==> config.mk <==
export PLATFORM = sky130hd
export DESIGN_NAME = two_stacks_shared_store_flat
export DESIGN_NICKNAME = d
export VERILOG_FILES = /design/src/rtl/tss_pkg.sv /design/src/rtl/tss_if.sv /design/src/rtl/tss_ram.sv /design/src/rtl/tss_ctrl.sv /design/src/rtl/tss_dp.sv /design/src/rtl/two_stacks_shared_store.sv /design/src/flat_wrapper.sv
export SDC_FILE = /design/constraint.sdc
export NUM_CORES = 2
export LEC_CHECK = 0
export BUFFER_PORTS_ARGS = -buffer_cell sky130_fd_sc_hd__buf_2
export CAP_MARGIN = 40
export CORE_MARGIN = 2
export CORE_UTILIZATION = 60
export DETAILED_ROUTE_END_ITERATION = 12
export PLACE_DENSITY = 0.76
export SETUP_SLACK_MARGIN = 0.02
export SYNTH_ARGS = -nofsm -noshare
export SYNTH_HDL_FRONTEND = slang
export SYNTH_SLANG_ARGS = --single-unit
==> constraint.sdc <==
create_clock -name clock -period 11.2 [get_ports clock]
set_input_delay 0.56 -clock clock [delete_from_list [all_inputs] [get_ports clock]]
set_output_delay 0.56 -clock clock [all_outputs]
set_load 0.01 [all_outputs]
==> src/rtl/tss_pkg.sv <==
package tss_pkg;

   localparam int DATA_W = 32;
   localparam int OP_W = 2;
   localparam int STATUS_W = 2;

   typedef enum logic [OP_W-1:0] {
      OP_PUSH_LOW  = 2'd0,
      OP_POP_LOW   = 2'd1,
      OP_PUSH_HIGH = 2'd2,
      OP_POP_HIGH  = 2'd3
   } op_type;

   typedef enum logic [STATUS_W-1:0] {
      STATUS_DONE  = 2'd0,
      STATUS_FULL  = 2'd1,
      STATUS_EMPTY = 2'd2
   } status_type;

   typedef enum logic [1:0] {
      ST_IDLE = 2'b01,
      ST_PEND = 2'b10
   } state_type;

   typedef struct packed {
      logic accept;
      logic advance;
   } cmd_type;

endpackage

==> src/rtl/tss_if.sv <==
interface tss_req_if import tss_pkg::*; ();
   logic                     valid;
   logic                     ready;
   logic [OP_W-1:0]          operation;
   logic signed [DATA_W-1:0] value;

   modport source (output valid, output operation, output value, input ready);
   modport sink (input valid, input operation, input value, output ready);
endinterface

interface tss_rsp_if import tss_pkg::*; ();
   logic                     valid;
   logic                     ready;
   logic signed [DATA_W-1:0] popped_value;
   logic [STATUS_W-1:0]      status;

   modport source (output valid, output popped_value, output status, input ready);
   modport sink (input valid, input popped_value, input status, output ready);
endinterface

==> src/rtl/tss_ram.sv <==
module tss_ram #(
   parameter int WIDTH = 32,
   parameter int DEPTH = 64
) (
   input  logic                     clock,
   input  logic                     wr_en,
   input  logic                     rd_en,
   input  logic [$clog2(DEPTH)-1:0] addr,
   input  logic [WIDTH-1:0]         wr_data,
   output logic [WIDTH-1:0]         rd_data
);

   logic [WIDTH-1:0] mem [DEPTH];
   logic [WIDTH-1:0] rd_data_ff;

   always_ff @(posedge clock) begin
      if (wr_en) begin
         mem[addr] <= wr_data;
      end
      if (rd_en) begin
         rd_data_ff <= mem[addr];
      end
   end

   assign rd_data = rd_data_ff;

endmodule

==> src/rtl/tss_ctrl.sv <==
module tss_ctrl import tss_pkg::*; (
   input  logic    clock,
   input  logic    reset,
   input  logic    req_valid,
   output logic    req_ready,
   output logic    rsp_valid,
   input  logic    rsp_ready,
   output cmd_type cmd
);

   state_type state_ff, state_in;
   logic      out_valid_ff, out_valid_in;
   logic      advance;
   logic      accept;

   assign advance   = (state_ff == ST_PEND) && (!out_valid_ff || rsp_ready);
   assign req_ready = (state_ff == ST_IDLE) || advance;
   assign accept    = req_valid && req_ready;

   always_comb begin
      state_in = state_ff;
      case (state_ff)
         ST_IDLE: begin
            if (accept) begin
               state_in = ST_PEND;
            end
         end
         ST_PEND: begin
            if (accept) begin
               state_in = ST_PEND;
            end else if (advance) begin
               state_in = ST_IDLE;
            end
         end
         default: begin
            state_in = ST_IDLE;
         end
      endcase
   end

   always_comb begin
      if (advance) begin
         out_valid_in = 1'b1;
      end else if (rsp_ready) begin
         out_valid_in = 1'b0;
      end else begin
         out_valid_in = out_valid_ff;
      end
   end

   always_ff @(posedge clock) begin
      if (reset) begin
         state_ff     <= ST_IDLE;
         out_valid_ff <= 1'b0;
      end else begin
         state_ff     <= state_in;
         out_valid_ff <= out_valid_in;
      end
   end

   assign rsp_valid   = out_valid_ff;
   assign cmd.accept  = accept;
   assign cmd.advance = advance;

endmodule

==> src/rtl/tss_dp.sv <==
module tss_dp import tss_pkg::*; #(
   parameter int STORE_DEPTH = 64
) (
   input  logic                     clock,
   input  logic                     reset,
   input  cmd_type                  cmd,
   input  logic [OP_W-1:0]          operation,
   input  logic signed [DATA_W-1:0] value,
   output logic signed [DATA_W-1:0] popped_value,
   output logic [STATUS_W-1:0]      status
);

   localparam int AW = $clog2(STORE_DEPTH);
   localparam int CW = $clog2(STORE_DEPTH + 1);
   localparam logic [CW:0] DEPTH_SUM = (CW+1)'(STORE_DEPTH);
   localparam logic [CW-1:0] DEPTH_CNT = CW'(STORE_DEPTH);

   logic [CW-1:0]     count_low_ff, count_low_in;
   logic [CW-1:0]     count_high_ff, count_high_in;
   status_type        pend_status_ff, pend_status_in;
   logic              pend_pop_ff, pend_pop_in;
   logic [DATA_W-1:0] out_value_ff, out_value_in;
   status_type        out_status_ff, out_status_in;

   logic              full;
   logic              wr_en;
   logic              rd_en;
   logic [CW-1:0]     addr_wide;
   logic [DATA_W-1:0] rd_data;
   op_type            op;

   assign op   = op_type'(operation);
   assign full = ({1'b0, count_low_ff} + {1'b0, count_high_ff}) >= DEPTH_SUM;

   always_comb begin
      count_low_in   = count_low_ff;
      count_high_in  = count_high_ff;
      pend_status_in = pend_status_ff;
      pend_pop_in    = pend_pop_ff;
      wr_en          = 1'b0;
      rd_en          = 1'b0;
      addr_wide      = count_low_ff;
      if (cmd.accept) begin
         pend_status_in = STATUS_DONE;
         pend_pop_in    = 1'b0;
         case (op)
            OP_PUSH_LOW: begin
               addr_wide = count_low_ff;
               if (full) begin
                  pend_status_in = STATUS_FULL;
               end else begin
                  wr_en        = 1'b1;
                  count_low_in = count_low_ff + 1'b1;
               end
            end
            OP_POP_LOW: begin
               addr_wide = count_low_ff - 1'b1;
               if (count_low_ff == '0) begin
                  pend_status_in = STATUS_EMPTY;
               end else begin
                  rd_en        = 1'b1;
                  pend_pop_in  = 1'b1;
                  count_low_in = count_low_ff - 1'b1;
               end
            end
            OP_PUSH_HIGH: begin
               addr_wide = DEPTH_CNT - 1'b1 - count_high_ff;
               if (full) begin
                  pend_status_in = STATUS_FULL;
               end else begin
                  wr_en         = 1'b1;
                  count_high_in = count_high_ff + 1'b1;
               end
            end
            OP_POP_HIGH: begin
               addr_wide = DEPTH_CNT - count_high_ff;
               if (count_high_ff == '0) begin
                  pend_status_in = STATUS_EMPTY;
               end else begin
                  rd_en         = 1'b1;
                  pend_pop_in   = 1'b1;
                  count_high_in = count_high_ff - 1'b1;
               end
            end
            default: begin
               pend_status_in = STATUS_DONE;
            end
         endcase
      end
   end

   always_comb begin
      out_value_in  = out_value_ff;
      out_status_in = out_status_ff;
      if (cmd.advance) begin
         out_value_in  = pend_pop_ff ? rd_data : '0;
         out_status_in = pend_status_ff;
      end
   end

   tss_ram #(
      .WIDTH (DATA_W),
      .DEPTH (STORE_DEPTH)
   ) u_store (
      .clock   (clock),
      .wr_en   (wr_en),
      .rd_en   (rd_en),
      .addr    (addr_wide[AW-1:0]),
      .wr_data (value),
      .rd_data (rd_data)
   );

   always_ff @(posedge clock) begin
      if (reset) begin
         count_low_ff  <= '0;
         count_high_ff <= '0;
      end else begin
         count_low_ff  <= count_low_in;
         count_high_ff <= count_high_in;
      end
   end

   always_ff @(posedge clock) begin
      pend_status_ff <= pend_status_in;
      pend_pop_ff    <= pend_pop_in;
      out_value_ff   <= out_value_in;
      out_status_ff  <= out_status_in;
   end

   assign popped_value = out_value_ff;
   assign status       = out_status_ff;

endmodule

==> src/rtl/two_stacks_shared_store.sv <==
// Two stacks in one store of STORE_DEPTH 32-bit words: stack one grows up from word 0,
// stack two grows down from the last word. Each request word (push or pop on either stack)
// gives exactly one response word with a status of done, full or empty; a successful pop
// returns the removed word, anything else returns zero. The store is written or read at the
// edge that accepts the request; the word and status then wait in a pending stage, and the
// response register loads when that stage advances, which waits while an earlier response
// word is not yet taken. A request can be accepted every cycle while the response side
// keeps taking words. While a response word waits, one more request is taken and held,
// then the request side stalls until the response is taken. No clearing pass is needed
// after reset: only the two fill counts, control state and valid flag are cleared.
module two_stacks_shared_store import tss_pkg::*; #(
   parameter int STORE_DEPTH = 64
) (
   input  logic       clock,
   input  logic       reset,
   tss_req_if.sink    req_ch,
   tss_rsp_if.source  rsp_ch
);

   cmd_type cmd;

   tss_ctrl u_ctrl (
      .clock     (clock),
      .reset     (reset),
      .req_valid (req_ch.valid),
      .req_ready (req_ch.ready),
      .rsp_valid (rsp_ch.valid),
      .rsp_ready (rsp_ch.ready),
      .cmd       (cmd)
   );

   tss_dp #(
      .STORE_DEPTH (STORE_DEPTH)
   ) u_dp (
      .clock        (clock),
      .reset        (reset),
      .cmd          (cmd),
      .operation    (req_ch.operation),
      .value        (req_ch.value),
      .popped_value (rsp_ch.popped_value),
      .status       (rsp_ch.status)
   );

endmodule
==> src/flat_wrapper.sv <==
// flat-port wrapper written by rule: the top's interface ports become plain ports
module two_stacks_shared_store_flat import tss_pkg::*;
#(
   parameter int STORE_DEPTH = 64
)
  (clock, reset, req_ch_valid, req_ch_operation, req_ch_value, req_ch_ready, rsp_ch_valid, rsp_ch_popped_value, rsp_ch_status, rsp_ch_ready);
  tss_req_if req_ch_i ();
  tss_rsp_if rsp_ch_i ();
  input  logic clock;
  input  logic reset;
  input wire logic [$bits(req_ch_i.valid)-1:0] req_ch_valid;
  input wire logic [$bits(req_ch_i.operation)-1:0] req_ch_operation;
  input wire logic [$bits(req_ch_i.value)-1:0] req_ch_value;
  output wire logic [$bits(req_ch_i.ready)-1:0] req_ch_ready;
  output wire logic [$bits(rsp_ch_i.valid)-1:0] rsp_ch_valid;
  output wire logic [$bits(rsp_ch_i.popped_value)-1:0] rsp_ch_popped_value;
  output wire logic [$bits(rsp_ch_i.status)-1:0] rsp_ch_status;
  input wire logic [$bits(rsp_ch_i.ready)-1:0] rsp_ch_ready;
  assign req_ch_i.valid = req_ch_valid;
  assign req_ch_i.operation = req_ch_operation;
  assign req_ch_i.value = req_ch_value;
  assign req_ch_ready = req_ch_i.ready;
  assign rsp_ch_valid = rsp_ch_i.valid;
  assign rsp_ch_popped_value = rsp_ch_i.popped_value;
  assign rsp_ch_status = rsp_ch_i.status;
  assign rsp_ch_i.ready = rsp_ch_ready;
  two_stacks_shared_store #(.STORE_DEPTH(STORE_DEPTH)) u_core (.clock(clock), .reset(reset), .req_ch(req_ch_i), .rsp_ch(rsp_ch_i));
endmodule
==> results.ini <==
[route]
drc=0
vias=45403
ant_nets=1
drt_iter0_drc=7777
vias_per_cell=6.690
dr.pass1.iters=9
wl_mm=212.3
wl_per_cell_um=31.27

[logic_synthesis]
yosysTopAreaCell=edfxtp_1
synth.most_common_cell=edfxtp_1
synth_edf_count=2117
yosys.area.top_type_share_pct=76.46
async_flop_share_pct=0
synthTopCellsByCount=edfxtp_1 (2117), mux2i_1 (1025), a22oi_1 (513)
yosys_warnings=0
syn-cell-area_mm2=0.08315
syn_inst=4678
ys_types=55
ys_seq_elements=2134
avgSynthCellArea_um2=17.77
synth_ff_type=edfxtp_1
yosys-top-cells-area=edfxtp_1 (76%), mux2i_1 (12%), a22oi_1 (4.6%)
synth_fp_nets=4736
seq_area_frac_synth_pct=76.87

[critical_path]
path_class=register to register
rrSetupSlack_ns=5.48
cp-end-kind=register
crit_required_ns=11.68
cp_data_arrival_time_ns=6.20
worstSetupStartpointType=register
r2r-start=u_core.u_ctrl.rsp_valid$_SDFFE_PP0P_
cp_max_fo=60
reg2reg_to=u_core.u_dp.u_store.mem[54][4]$_DFFE_PP_
ff2ff_path_depth=11
crit_start=u_core.u_ctrl.rsp_valid$_SDFFE_PP0P_

[floorplan]
chipWidth_um=376.3
io_pins=74
fp-row-count=136
core_mm2=0.1375
start_util_pct=60.47
die_h_um=376.3
dieArea_mm2=0.1416

[cts]
cts_tree=done
hold_buffers=0
clk_latency_ns=0.82
cts_max_path_buffers=3
numCtsBuffers=201
cts_setup_buffers=0
cts_sinks=2134
cts-resized-gates=0
clkTransAtPathRegs_ns=0.06
ctsHtreeMaxLevel=4
cts-root-buf=clkbuf_16

[timing]
maxSlewHeadroom_pct=29.48
period_share_pct=51.10
report.final.slew_viol_count=0
fin_setup_tns_ns=0
fmax_mhz=174.7
fin_skew_ns=0.02971
setup_viol_count_final=0
period_needed_ns=5.723
rsz0062_at_grt=no
hold_viol_final=0
fin_hold_ws_ns=0.1312
worstMarginPinSlew_ns=1.058

[min_path]
min_from=rsp_ch_ready
hold_end=u_core.u_ctrl.rsp_valid$_SDFFE_PP0P_
whs_path_depth=4
holdCritPathClass=input pin to register

[finish]
syn2layout_area_growth_pct=11.59
nNetsFinal=4885
drive_gt1_share_pct=11.23
fillers=8591

[run_status]
violations=antenna rules
status=finished with violations

[global_routing]
grt_pass1_vias=43314
grt_max_degree=138
grt_pass1_wl_mm=302.8
grtUsageTotal_pct=29.76
antenna_found_initial=20
overflow=0

[power]
leakagePower_nw=30.20
peakVddDrop_v=0.0001408
pwr_density_cell_mw_per_mm2=196.2

[placed_design]
gp_congestion=0.8505
hpwl_mm=116.5
portBuffers=73

[run]
drv_cap=0

-- critical path, stage by stage (launching register included) --
cell and delay [ns]:
dfxtp_1 0.31, nor2b_1 0.38, o21a_1 0.66, inv_2 0.24, and3_1 0.27, nor4_4 0.17, buf_4 0.65, buf_4 0.85
nand2_1 0.54, buf_8 0.32, nor2_4 0.47, buf_4 0.41
-- flip-flops by register name, summed over array words and instances (netlist names) --
name	flops
u_core.u_ctrl.rsp_valid	1
u_core.u_dp.popped_value	32
u_core.u_dp.pend_status_ff	2
u_core.u_dp.u_store.mem	2048
u_core.u_dp.count_low_ff	7
u_core.u_dp.count_high_ff	7
u_core.u_ctrl.state_ff	2
u_core.u_dp.pend_pop_ff	1
u_core.u_dp.u_store.rd_data	32
u_core.u_dp.status	2
-- cell type report --
cell class	instances	area, um2	share of cell area, %
flip-flops and latches	2134	63910	68.88
multi-input cells	2256	18470	19.90
clock buffers	255	5381	5.800
well taps	1794	2245	2.419
repair buffers	219	1902	2.050
clock inverters	108	810.8	0.8738
inverters	15	56.30	0.06068
diodes	6	15.01	0.01618
-- how the worst max path moves through the flow --
stage	end	slack, ns	depth (start not counted)
after global routing	u_core.u_dp.u_store.mem[54][4]$_DFFE_PP_	5.35	13
after floorplan	u_core.u_dp.u_store.mem[0][0]$_DFFE_PP_	6.94	10
final	u_core.u_dp.u_store.mem[54][4]$_DFFE_PP_	5.48	11
after global placement	u_core.u_dp.u_store.mem[6][1]$_DFFE_PP_	5.10	11
after detailed placement	u_core.u_dp.u_store.mem[54][7]$_DFFE_PP_	5.31	12
after CTS	u_core.u_dp.u_store.mem[54][7]$_DFFE_PP_	5.59	11
-- per-stage QoR --
stage                     worst slack (ns)  instances  util (%)  total power [mW]  area, um2
after CTS                            5.593       6781     67.48             18.20      92770
after detailed placement             5.307       6418     62.97             11.86      86580
final                                5.477       6787     67.49             18.21      92790
after floorplan                      6.935       4678         -             10.86      83150
after global routing                 5.348       6781     67.48             18.69      92770
after global placement               5.102       6392     62.63             11.80      86110
-- metal layers --
metal  share of wire [%]  vias to the layer above  wire [um]  GRT usage (%)
li1                    -                    19047          -              -
met4                 2.9                        8       6192          9.079
met5               0.025                        -         53              0
met1                  38                    22942      81250          43.06
met3                  12                      412      25570          6.613
met2                  47                     2994      99200          45.82
-- logic make-up after synthesis --
logic type,Yosys count,share of synthesized area [%]
muxes,1025,12.34
DFF,2134,76.87
xor gates and xnor gates,15,0.1580
AOI/OAI and AO/OA,707,6.108
and+or+nand+nor,489,2.632
buffers and inverters,288,1.579
adders and majority gates,20,0.3190
-- placed cells by master (no fill, tap or decap), types with 47 or more instances in the layout --
master | Yosys | routed
a22oi_1 | 513 | 513
nand2_1 | 282 | 279
clkinv_1 | 0 | 59
mux2i_1 | 1025 | 1025
clkbuf_16 | 0 | 208
nor2_4 | 0 | 64
buf_2 | 179 | 74
clkbuf_1 | 80 | 47
o22ai_1 | 129 | 129
buf_4 | 2 | 108
edfxtp_1 | 2117 | 2117
-- power breakdown --
part,internal (mW),switching (mW),total [mW]
Combinational,0.971,1.89,2.86
Sequential,8.87,0.0304,8.90
Clock,3.63,2.82,6.45
Total,13.5,4.74,18.2
(Power assumes the default switching activity.)
